File: config.mk
export PLATFORM = sky130hd
export DESIGN_NAME = cfr_ctrl
export DESIGN_NICKNAME = d
export VERILOG_FILES = /design/src/hdl/cfr_pkg.sv /design/src/hdl/cfr_ctrl.sv
export SDC_FILE = /design/constraint.sdc
export NUM_CORES = 1
export LEC_CHECK = 0
export BUFFER_PORTS_ARGS = -buffer_cell sky130_fd_sc_hd__buf_2
export CAP_MARGIN = 20
export CORE_MARGIN = 5
export CORE_UTILIZATION = 35
export CTS_BUF_LIST = sky130_fd_sc_hd__clkbuf_8
export CTS_CLUSTER_SIZE = 28
export DETAILED_ROUTE_END_ITERATION = 8
export SYNTH_ARGS = -nofsm -noshare
export SYNTH_HDL_FRONTEND = slang
export SYNTH_SLANG_ARGS = --single-unit
File: constraint.sdc
create_clock -name clk -period 22.2 [get_ports clk]
set_input_delay 3.33 -clock clk [delete_from_list [all_inputs] [get_ports clk]]
set_output_delay 3.33 -clock clk [all_outputs]
set_load 0.01 [all_outputs]
File: src/hdl/cfr_pkg.sv
package cfr_pkg;

    // opcodes of an input transaction
    localparam logic [1:0] OP_CHUNK = 2'd0;
    localparam logic [1:0] OP_READ  = 2'd1;
    localparam logic [1:0] OP_EMPTY = 2'd2;

    // result status codes
    localparam logic [1:0] ST_NEED_MORE = 2'd0;
    localparam logic [1:0] ST_READY     = 2'd1;
    localparam logic [1:0] ST_ERROR     = 2'd2;
    localparam logic [1:0] ST_READ      = 2'd3;

    // header layout and frame limits
    localparam int MORE_BIT     = 7;
    localparam int MIN_FRAME    = 4;
    localparam int LEN_OVERHEAD = 2;

    typedef struct packed {
        logic [1:0] opcode;
        logic [7:0] data_byte;
        logic       chunk_end;
        logic [9:0] read_index;
    } in_t;

    typedef struct packed {
        logic [1:0]  status;
        logic [10:0] frame_length;
        logic [7:0]  read_data;
    } out_t;

    // result of one accepted transaction, before the store read data joins it
    typedef struct packed {
        logic        valid;
        logic        is_read;
        logic        in_range;
        logic [1:0]  status;
        logic [10:0] frame_length;
    } res_t;

endpackage

File: src/hdl/cfr_ctrl.sv
module cfr_ctrl #(
    parameter int BUF_DEPTH = 1024,
    parameter int SEQ_BITS  = 7
) (
    input  logic                         clk,
    input  logic                         rst_n,
    input  logic                         accept,
    input  cfr_pkg::in_t                 req,
    output logic                         wr_en,
    output logic [$clog2(BUF_DEPTH)-1:0] wr_addr,
    output logic [7:0]                   wr_data,
    output logic                         rd_en,
    output logic [$clog2(BUF_DEPTH)-1:0] rd_addr,
    output cfr_pkg::res_t                res
);

    localparam int ADDR_W  = $clog2(BUF_DEPTH);
    localparam int LEN_W   = $clog2(BUF_DEPTH + 1);
    localparam int CNT_CAP = BUF_DEPTH + 2;
    localparam int CNT_W   = $clog2(BUF_DEPTH + 3);
    localparam int SUM_W   = $clog2(2 * BUF_DEPTH + 3);
    localparam int CMP_W   = (SUM_W > 17) ? SUM_W : 17;

    logic [LEN_W-1:0]    stored_len_reg, stored_len_next;
    logic [CNT_W-1:0]    cnt_reg, cnt_next;
    logic [SEQ_BITS-1:0] exp_seq_reg, exp_seq_next;
    logic                done_reg, done_next;
    logic                more_reg, more_next;
    logic                match_reg, match_next;
    logic [7:0]          len_hi_reg, len_hi_next;
    logic [7:0]          len_lo_reg, len_lo_next;

    logic                is_header;
    logic [LEN_W-1:0]    base_len;
    logic [SEQ_BITS-1:0] base_seq;
    logic [SUM_W-1:0]    pos;
    logic                pos_ok;
    logic [7:0]          hi_eff;
    logic [7:0]          lo_eff;
    logic                more_eff;
    logic                match_eff;
    logic [CNT_W-1:0]    cnt_inc;
    logic [CNT_W-1:0]    body;
    logic [SUM_W-1:0]    len;
    logic [CMP_W-1:0]    len_c;
    logic [CMP_W-1:0]    total;
    logic                err_basic;
    logic                err_decl;
    logic                chunk_err;
    logic                in_range;

    // chunk position and header fields as seen by this transaction
    always_comb
    begin
        is_header = (cnt_reg == '0);
        base_len  = (is_header && done_reg) ? '0 : stored_len_reg;
        base_seq  = (is_header && done_reg) ? '0 : exp_seq_reg;
        pos       = SUM_W'(stored_len_reg) + SUM_W'(cnt_reg) - SUM_W'(1);
        pos_ok    = !is_header && (pos < SUM_W'(BUF_DEPTH));
        hi_eff    = (pos_ok && pos == SUM_W'(0)) ? req.data_byte : len_hi_reg;
        lo_eff    = (pos_ok && pos == SUM_W'(1)) ? req.data_byte : len_lo_reg;
        more_eff  = is_header ? req.data_byte[cfr_pkg::MORE_BIT] : more_reg;
        match_eff = is_header ? (req.data_byte[SEQ_BITS-1:0] == base_seq) : match_reg;
        cnt_inc   = (cnt_reg < CNT_W'(CNT_CAP)) ? cnt_reg + CNT_W'(1) : cnt_reg;
        body      = cnt_inc - CNT_W'(1);
        len       = SUM_W'(base_len) + SUM_W'(body);
        len_c     = CMP_W'(len);
        total     = CMP_W'({hi_eff, lo_eff}) + CMP_W'(cfr_pkg::LEN_OVERHEAD);
    end

    // chunk-end checks
    always_comb
    begin
        err_basic = !match_eff || (body == '0) || (len > SUM_W'(BUF_DEPTH));
        err_decl  = (len_c >= CMP_W'(2)) &&
                    ((total < CMP_W'(cfr_pkg::MIN_FRAME)) ||
                     (total > CMP_W'(BUF_DEPTH)) ||
                     (len_c > total) ||
                     (!more_eff && len_c != total));
        chunk_err = err_basic || err_decl ||
                    (!more_eff && len_c < CMP_W'(cfr_pkg::MIN_FRAME));
        in_range  = (CMP_W'(req.read_index) < CMP_W'(stored_len_reg)) &&
                    (CMP_W'(req.read_index) < CMP_W'(BUF_DEPTH));
    end

    // per-opcode state update, store access and result
    always_comb
    begin
        stored_len_next = stored_len_reg;
        cnt_next        = cnt_reg;
        exp_seq_next    = exp_seq_reg;
        done_next       = done_reg;
        more_next       = more_reg;
        match_next      = match_reg;
        len_hi_next     = len_hi_reg;
        len_lo_next     = len_lo_reg;
        wr_en           = 1'b0;
        wr_addr         = ADDR_W'(pos);
        wr_data         = req.data_byte;
        rd_en           = 1'b0;
        rd_addr         = ADDR_W'(req.read_index);
        res             = '0;

        case (req.opcode)
            cfr_pkg::OP_READ:
            begin
                rd_en            = accept && in_range;
                res.valid        = accept;
                res.is_read      = 1'b1;
                res.in_range     = in_range;
                res.status       = cfr_pkg::ST_READ;
                res.frame_length = 11'(stored_len_reg);
            end
            cfr_pkg::OP_EMPTY:
            begin
                cnt_next         = '0;
                stored_len_next  = '0;
                exp_seq_next     = '0;
                done_next        = 1'b0;
                res.valid        = accept;
                res.status       = cfr_pkg::ST_ERROR;
                res.frame_length = '0;
            end
            cfr_pkg::OP_CHUNK:
            begin
                if (is_header)
                begin
                    more_next       = more_eff;
                    match_next      = match_eff;
                    stored_len_next = base_len;
                    exp_seq_next    = base_seq;
                    done_next       = 1'b0;
                end
                else
                begin
                    wr_en       = accept && pos_ok;
                    len_hi_next = hi_eff;
                    len_lo_next = lo_eff;
                end
                cnt_next = cnt_inc;
                if (req.chunk_end)
                begin
                    cnt_next  = '0;
                    res.valid = accept;
                    if (chunk_err)
                    begin
                        stored_len_next  = '0;
                        exp_seq_next     = '0;
                        done_next        = 1'b0;
                        res.status       = cfr_pkg::ST_ERROR;
                        res.frame_length = '0;
                    end
                    else
                    begin
                        stored_len_next  = LEN_W'(len);
                        exp_seq_next     = base_seq + SEQ_BITS'(1);
                        res.frame_length = 11'(len);
                        if (more_eff)
                        begin
                            res.status = cfr_pkg::ST_NEED_MORE;
                        end
                        else
                        begin
                            res.status = cfr_pkg::ST_READY;
                            done_next  = 1'b1;
                        end
                    end
                end
            end
            default:
            begin
                res.valid = 1'b0;
            end
        endcase
    end

    // reassembly state registers
    always_ff @(posedge clk or negedge rst_n)
    begin
        if (!rst_n)
        begin
            stored_len_reg <= '0;
            cnt_reg        <= '0;
            exp_seq_reg    <= '0;
            done_reg       <= 1'b0;
            more_reg       <= 1'b0;
            match_reg      <= 1'b0;
            len_hi_reg     <= '0;
            len_lo_reg     <= '0;
        end
        else if (accept)
        begin
            stored_len_reg <= stored_len_next;
            cnt_reg        <= cnt_next;
            exp_seq_reg    <= exp_seq_next;
            done_reg       <= done_next;
            more_reg       <= more_next;
            match_reg      <= match_next;
            len_hi_reg     <= len_hi_next;
            len_lo_reg     <= len_lo_next;
        end
    end

endmodule

==> flow_summary.toml, run 1 <==
[run_status]
outcome = "finished clean"

[setup_path]
cp-end-kind = "output pin"
crit_type = "reg -> out"
slowest_delay_ns = 0.97
cp_common_cell = "nand2_1"
critPathLaunchType = "flop"
path_buf_inv = 4
critPathMaxFanout = 20
critPathSlowestCell = "o311ai_1"
required_ns = 18.87
cp_top_family = "simple AND/OR/NAND/NOR gates"
cp.arrival_ns = 8.70

[clock_tree]
clock_path_buffers = 2
cts_num_sinks = 48
postCtsSetupRepairBufs = 0
clk_latency_ns = 0.35
ctsResizeCount = 0
cts_root_buf = "clkbuf_8"
ctsHoldBuffers = 0
ctsHtreeMaxLevel = 2
cts_tree = "built"
numCtsBuffers = 5
clk_pin_slew_ns = 0.11

[timing]
max_freq_ghz = 0.08314
slew-limit-headroom_pct = 25.19
whs_ns = 0.4942
final.setup.tns_ns = 0
slew_viol_final = 0
fin_crit_ns = 12.03
setup_viol = 0
worst_pin_slew_ns = 1.105
finClkSkew_ns = 0.02569
rsz0062_at_grt = "false"
period_share_pct = 54.18
fin_ws_ns = 10.17
hold_violations = 0

[logic_synthesis]
synth_area_leader_cell = "dfrtp_1"
synth_common_cells = "nand2_1 (118), inv_1 (73), ha_1 (61)"
synthCells = 804
ys_seq_area_share_pct = 19.70
synth_edf_count = 0
synth_top_area_share_pct = 19.70
postSynth.asyncResetShare_pct = 100.0
yosysMostFrequentCell = "nand2_1"
synth-seq-cells = 48
ys_warn_count = 0
yosysUniqueCellTypes = 80
syn_area_per_cell_um2 = 7.583
syn_nets = 891
synth_area_leaders = "dfrtp_1 (20%), ha_1 (13%), nand2_1 (7.3%), xnor2_1 (5.7%), inv_1 (4.5%)"
syn-cell-area_um2 = 6097
synthFlopType = "dfrtp_1"

[place]
place_ws_ns = 10.71
place_congestion = 0.8993
dp_cells = 1048
hpwl_um = 14320
placed_area_um2 = 6447
io_buffers = 69

[die]
rows = 48
chipWidth_um = 142.0
start_util_pct = 35.50
core_um2 = 17180
die_area_um2 = 20160
die_y_um = 142.0
io_pins = 70

[drt]
firstDrtPassIters = 5
num_vias = 5794
viasPerCell = 5.482
drt-total-wl_um = 17990
drc = 0
wl_per_cell_um = 17.02
antenna_left = 0
drt_iter0_drc = 408

[pwr]
p_sw_mw = 0.1423
pwr-share-seq_pct = 29.9
clock_power_share_pct = 18.2
power_mw = 0.3264
internal-power_mw = 0.1841
combPwrFrac_pct = 51.9
powerDensity_nw_per_um2 = 49.84
p_sw_share_pct = 43.60
ir_worst_vdd_mv = 0.02221
p_leak_nw = 2.994

[final_layout]
drive_above_1_share_pct = 13.84
finish.utilization_pct = 38.13
finalNonFillerCells = 1057
fin_area_um2 = 6549
area_delta_synth_final_pct = 7.408
fin_nets = 918
fill_cells = 1864

[global_routing]
grt_pass1_wl_um = 29110
grt_max_degree = 49
gr-usage-all-layers_pct = 17.99
antenna_found_initial = 1
grt_overflow = 0
grt_pass1_vias = 5582

[min_path]
hp-class = "reg -> reg"

[job]
cap_violations = 0
-- power groups by stage --
| stage | Sequential (mW) | Clock (mW) | Combinational [mW] |
|---|---|---|---|
| 2_1_floorplan | 0.0970 | 0 | 0.125 |
| 3_3_place_gp | 0.0994 | 0 | 0.167 |
| 3_5_place_dp | 0.0994 | 0 | 0.169 |
| 4_1_cts | 0.0977 | 0.0618 | 0.170 |
| 5_1_grt | 0.0985 | 0.0642 | 0.190 |
| 6_report | 0.0977 | 0.0593 | 0.169 |
-- path summary, 6_finish.rpt --
kind,slack [ns],endpoint,cells after the start,from
min in group asynchronous,3.09,cnt_reg[5],2,rst_n
max reg2reg,13.74,exp_seq_reg[4],31,cnt_reg[0]
min,0.49,len_hi_reg[4],2,len_hi_reg[4]
max in group asynchronous,18.65,len_lo_reg[4],2,rst_n
min reg2reg,0.49,len_hi_reg[4],2,len_hi_reg[4]
max,10.17,res[10],32,cnt_reg[0]
-- logic make-up (layout without fill, tap and decap cells) --
logic type | count (synthesis) | in the layout | share of synthesized area (%)
DFF | 48 | 48 | 19.70
adders and majority gates | 64 | 64 | 13.34
muxes | 32 | 32 | 5.787
AOI/OAI and AO/OA | 171 | 171 | 18.94
and+or+nand+nor | 313 | 313 | 25.32
buffers and inverters | 126 | 153 | 9.501
xor gates and xnor gates | 50 | 50 | 7.408
other | 0 | 1 | 0
-- layout make-up --
cell class / instances / area [µm²] / share of cell area (%)
clock buffer: 6 / 82.58 / 1.261
antenna: 1 / 2.502 / 0.03821
inverter: 73 / 274.0 / 4.184
timing repair buffer: 73 / 375.4 / 5.732
sequential: 48 / 1201 / 18.34
clock inverter: 1 / 8.758 / 0.1337
tap: 225 / 281.5 / 4.299
multi-input combinational: 630 / 4323 / 66.01
-- placed cells by master, fill, tap and decap left out, drive strengths merged, types with 4 or more instances in the layout --
master and instances:
nand2 118, inv 73, buf 73, ha 61, o21ai 57, nor2 56, dfrtp 48, xnor2 40
nand3 28, a21oi 27, nor3 21, mux2 17, mux2i 15, a21o 13, nor2b 10, and3 10
and2 10, or3 10, xor2 9, a31oi 8, nand4 8, o31ai 8, clkbuf 6, nor4 6
nand2b 5, nor3b 5, o21a 5, nand3b 5, o22ai 5, a211oi 5, o2111ai 4, a211o 4
a311oi 4, or4 4
-- worst reg2reg max path, delay by kind of cell (launching register included) --
kind	cells	cell delay, ns
AO/OA/AOI/OAI	7	3.01
AND/OR/NAND/NOR	14	2.82
adder cells (fa/ha/maj)	5	1.40
flip-flops	1	0.52
buffers and inverters	3	0.35
multiplexers	2	0.29
-- metal layers --
metal / track usage [%] / up-vias / part of all wire, %
met1: 23.61 / 2712 / 46
met4: 7.374 / 0 / 3.3
met2: 29.99 / 175 / 46
met3: 2.218 / 33 / 4.9
met5: 0 / - / 0
li1: - / 2874 / -
No activity file was read; power rests on OpenSTA's default activity.
==> run 2, diff against run 1 <==
Clock period 22.2 ns to 11.47 ns, I/O delays scaled along.
==> run 2 against run 1 <==
Clock skew increased by 0.0013 ns. Sequential power increased by 93%. Critical path depth is the same. Worst setup slack lost 9.0 ns. Hold slack better by 0.0050 ns. Die area is the same. Via count fell by 0.95%. First-iteration DRC count grew 12%. Register-to-register slack got worse by 11 ns. Combinational power is 95% higher.
==> flow_summary.toml, run 2 (synthesis results as in run 1) <==
[die]
rows = 48
chipWidth_um = 142.0
start_util_pct = 35.50
core_um2 = 17180
io_pins = 70
die_area_um2 = 20160
die_y_um = 142.0

[timing]
slew-limit-headroom_pct = 23.89
finClkSkew_ns = 0.02703
setup_viol = 0
hold_violations = 0
fin_ws_ns = 1.143
max_freq_ghz = 0.09683
final.setup.tns_ns = 0
fin_crit_ns = 10.33
worst_pin_slew_ns = 1.124
rsz0062_at_grt = "false"
slew_viol_final = 0
period_share_pct = 90.03
whs_ns = 0.4992

[place]
hpwl_um = 14150
place_ws_ns = 1.666
io_buffers = 69
place_congestion = 0.8987
dp_cells = 1048

[setup_path]
crit_type = "reg -> out"
cp_common_cell = "nand2_1"
critPathSlowestCell = "o311ai_1"
slowest_delay_ns = 0.97
cp.arrival_ns = 8.61
r2r-end = "exp_seq_reg[4]"
critPathMaxFanout = 20
crit_start = "cnt_reg[0]"
critPathLaunchType = "flop"
reg2reg_depth = 31
timing.rr.start = "cnt_reg[0]"
required_ns = 9.75
cp-end-kind = "output pin"
reg2reg_slack_ns = 3.11

[pwr]
clock_power_share_pct = 18.3
powerDensity_nw_per_um2 = 96.79
p_sw_share_pct = 43.75
ir_worst_vdd_mv = 0.05095
combPwrFrac_pct = 51.9
p_sw_mw = 0.2774
internal-power_mw = 0.3565
p_leak_nw = 2.994
pwr-share-seq_pct = 29.8

[clock_tree]
ctsHtreeMaxLevel = 2
postCtsSetupRepairBufs = 0
ctsResizeCount = 0
numCtsBuffers = 5
clk_latency_ns = 0.35
ctsHoldBuffers = 0
clk_pin_slew_ns = 0.11
cts_tree = "built"
clock_path_buffers = 2
cts_num_sinks = 48
cts_root_buf = "clkbuf_8"

[drt]
num_vias = 5739
drt_iter0_drc = 455
firstDrtPassIters = 5
drt-total-wl_um = 17690
viasPerCell = 5.430
wl_per_cell_um = 16.74
drc = 0
antenna_left = 0

[min_path]
hold_path_end = "len_hi_reg[4]"
hp-class = "reg -> reg"
hold_start = "len_hi_reg[4]"
hold-path-cell-count = 2

[global_routing]
gr-usage-all-layers_pct = 17.86
grt_max_degree = 49
antenna_found_initial = 0
grt_pass1_vias = 5517
grt_pass1_wl_um = 29000
grt_overflow = 0

[final_layout]
drive_above_1_share_pct = 13.84
final_cell_mix = "nand2_1 (118), inv_1 (73), buf_2 (69), ha_1 (61), nor2_1 (56)"
fill_cells = 1854
fin_nets = 918
final_common_cell = "nand2_1"
area_delta_synth_final_pct = 7.408
finalNonFillerCells = 1057
finish.utilization_pct = 38.13

[run_status]
outcome = "finished clean"

[job]
cap_violations = 0
run 2: how the worst max path moves through the flow:
stage               endpoint  slack, ns
floorplan             res[0]       2.88
global placement     res[10]       1.81
detailed placement   res[10]       1.67
CTS                  res[10]       1.26
global route         res[10]       0.61
finish               res[10]       1.14
run 2: metal layers:
metal / GRT usage [%] / vias to the layer above / routed length, µm
li1: - / 2848 / -
met1: 24.04 / 2727 / 8274
met2: 30.43 / 150 / 8387
met3: 2.487 / 14 / 788
met4: 4.091 / 0 / 239
met5: 0 / - / 0
run 2: worst max-delay path: cells and delay by family (launching register included):
kind | cells | cell delay [ns]
compound gates | 6 | 2.68
fa+ha+maj | 5 | 1.40
buf+inv | 4 | 0.54
flops | 1 | 0.53
mux | 2 | 0.28
simple gates | 15 | 2.82
run 2: cell type report:
type                            count  area, µm²  area share [%]
Antenna cell                        1      2.502         0.03821
Clock buffer                        6      82.58           1.261
Clock inverter                      1      8.758          0.1337
Inverter                           73      274.0           4.184
Multi-Input combinational cell    630       4323           66.01
Sequential cell                    48       1201           18.34
Tap cell                          225      281.5           4.299
Timing Repair Buffer               73      375.4           5.732
run 2: power by group through the flow:
stage	combinational, mW	sequential [mW]	clock [mW]
global placement	0.323	0.192	0
floorplan	0.242	0.188	0
CTS	0.327	0.189	0.120
detailed placement	0.326	0.192	0
global route	0.366	0.191	0.126
finish	0.329	0.189	0.116
run 2: per-stage QoR:
| step | cell area (µm²) | total power, mW |
|---|---|---|
| after floorplan | 6097 | 0.4300 |
| after global placement | 6447 | 0.5158 |
| after detailed placement | 6447 | 0.5178 |
| after CTS | 6539 | 0.6360 |
| after global routing | 6546 | 0.6824 |
| final | 6549 | 0.6339 |
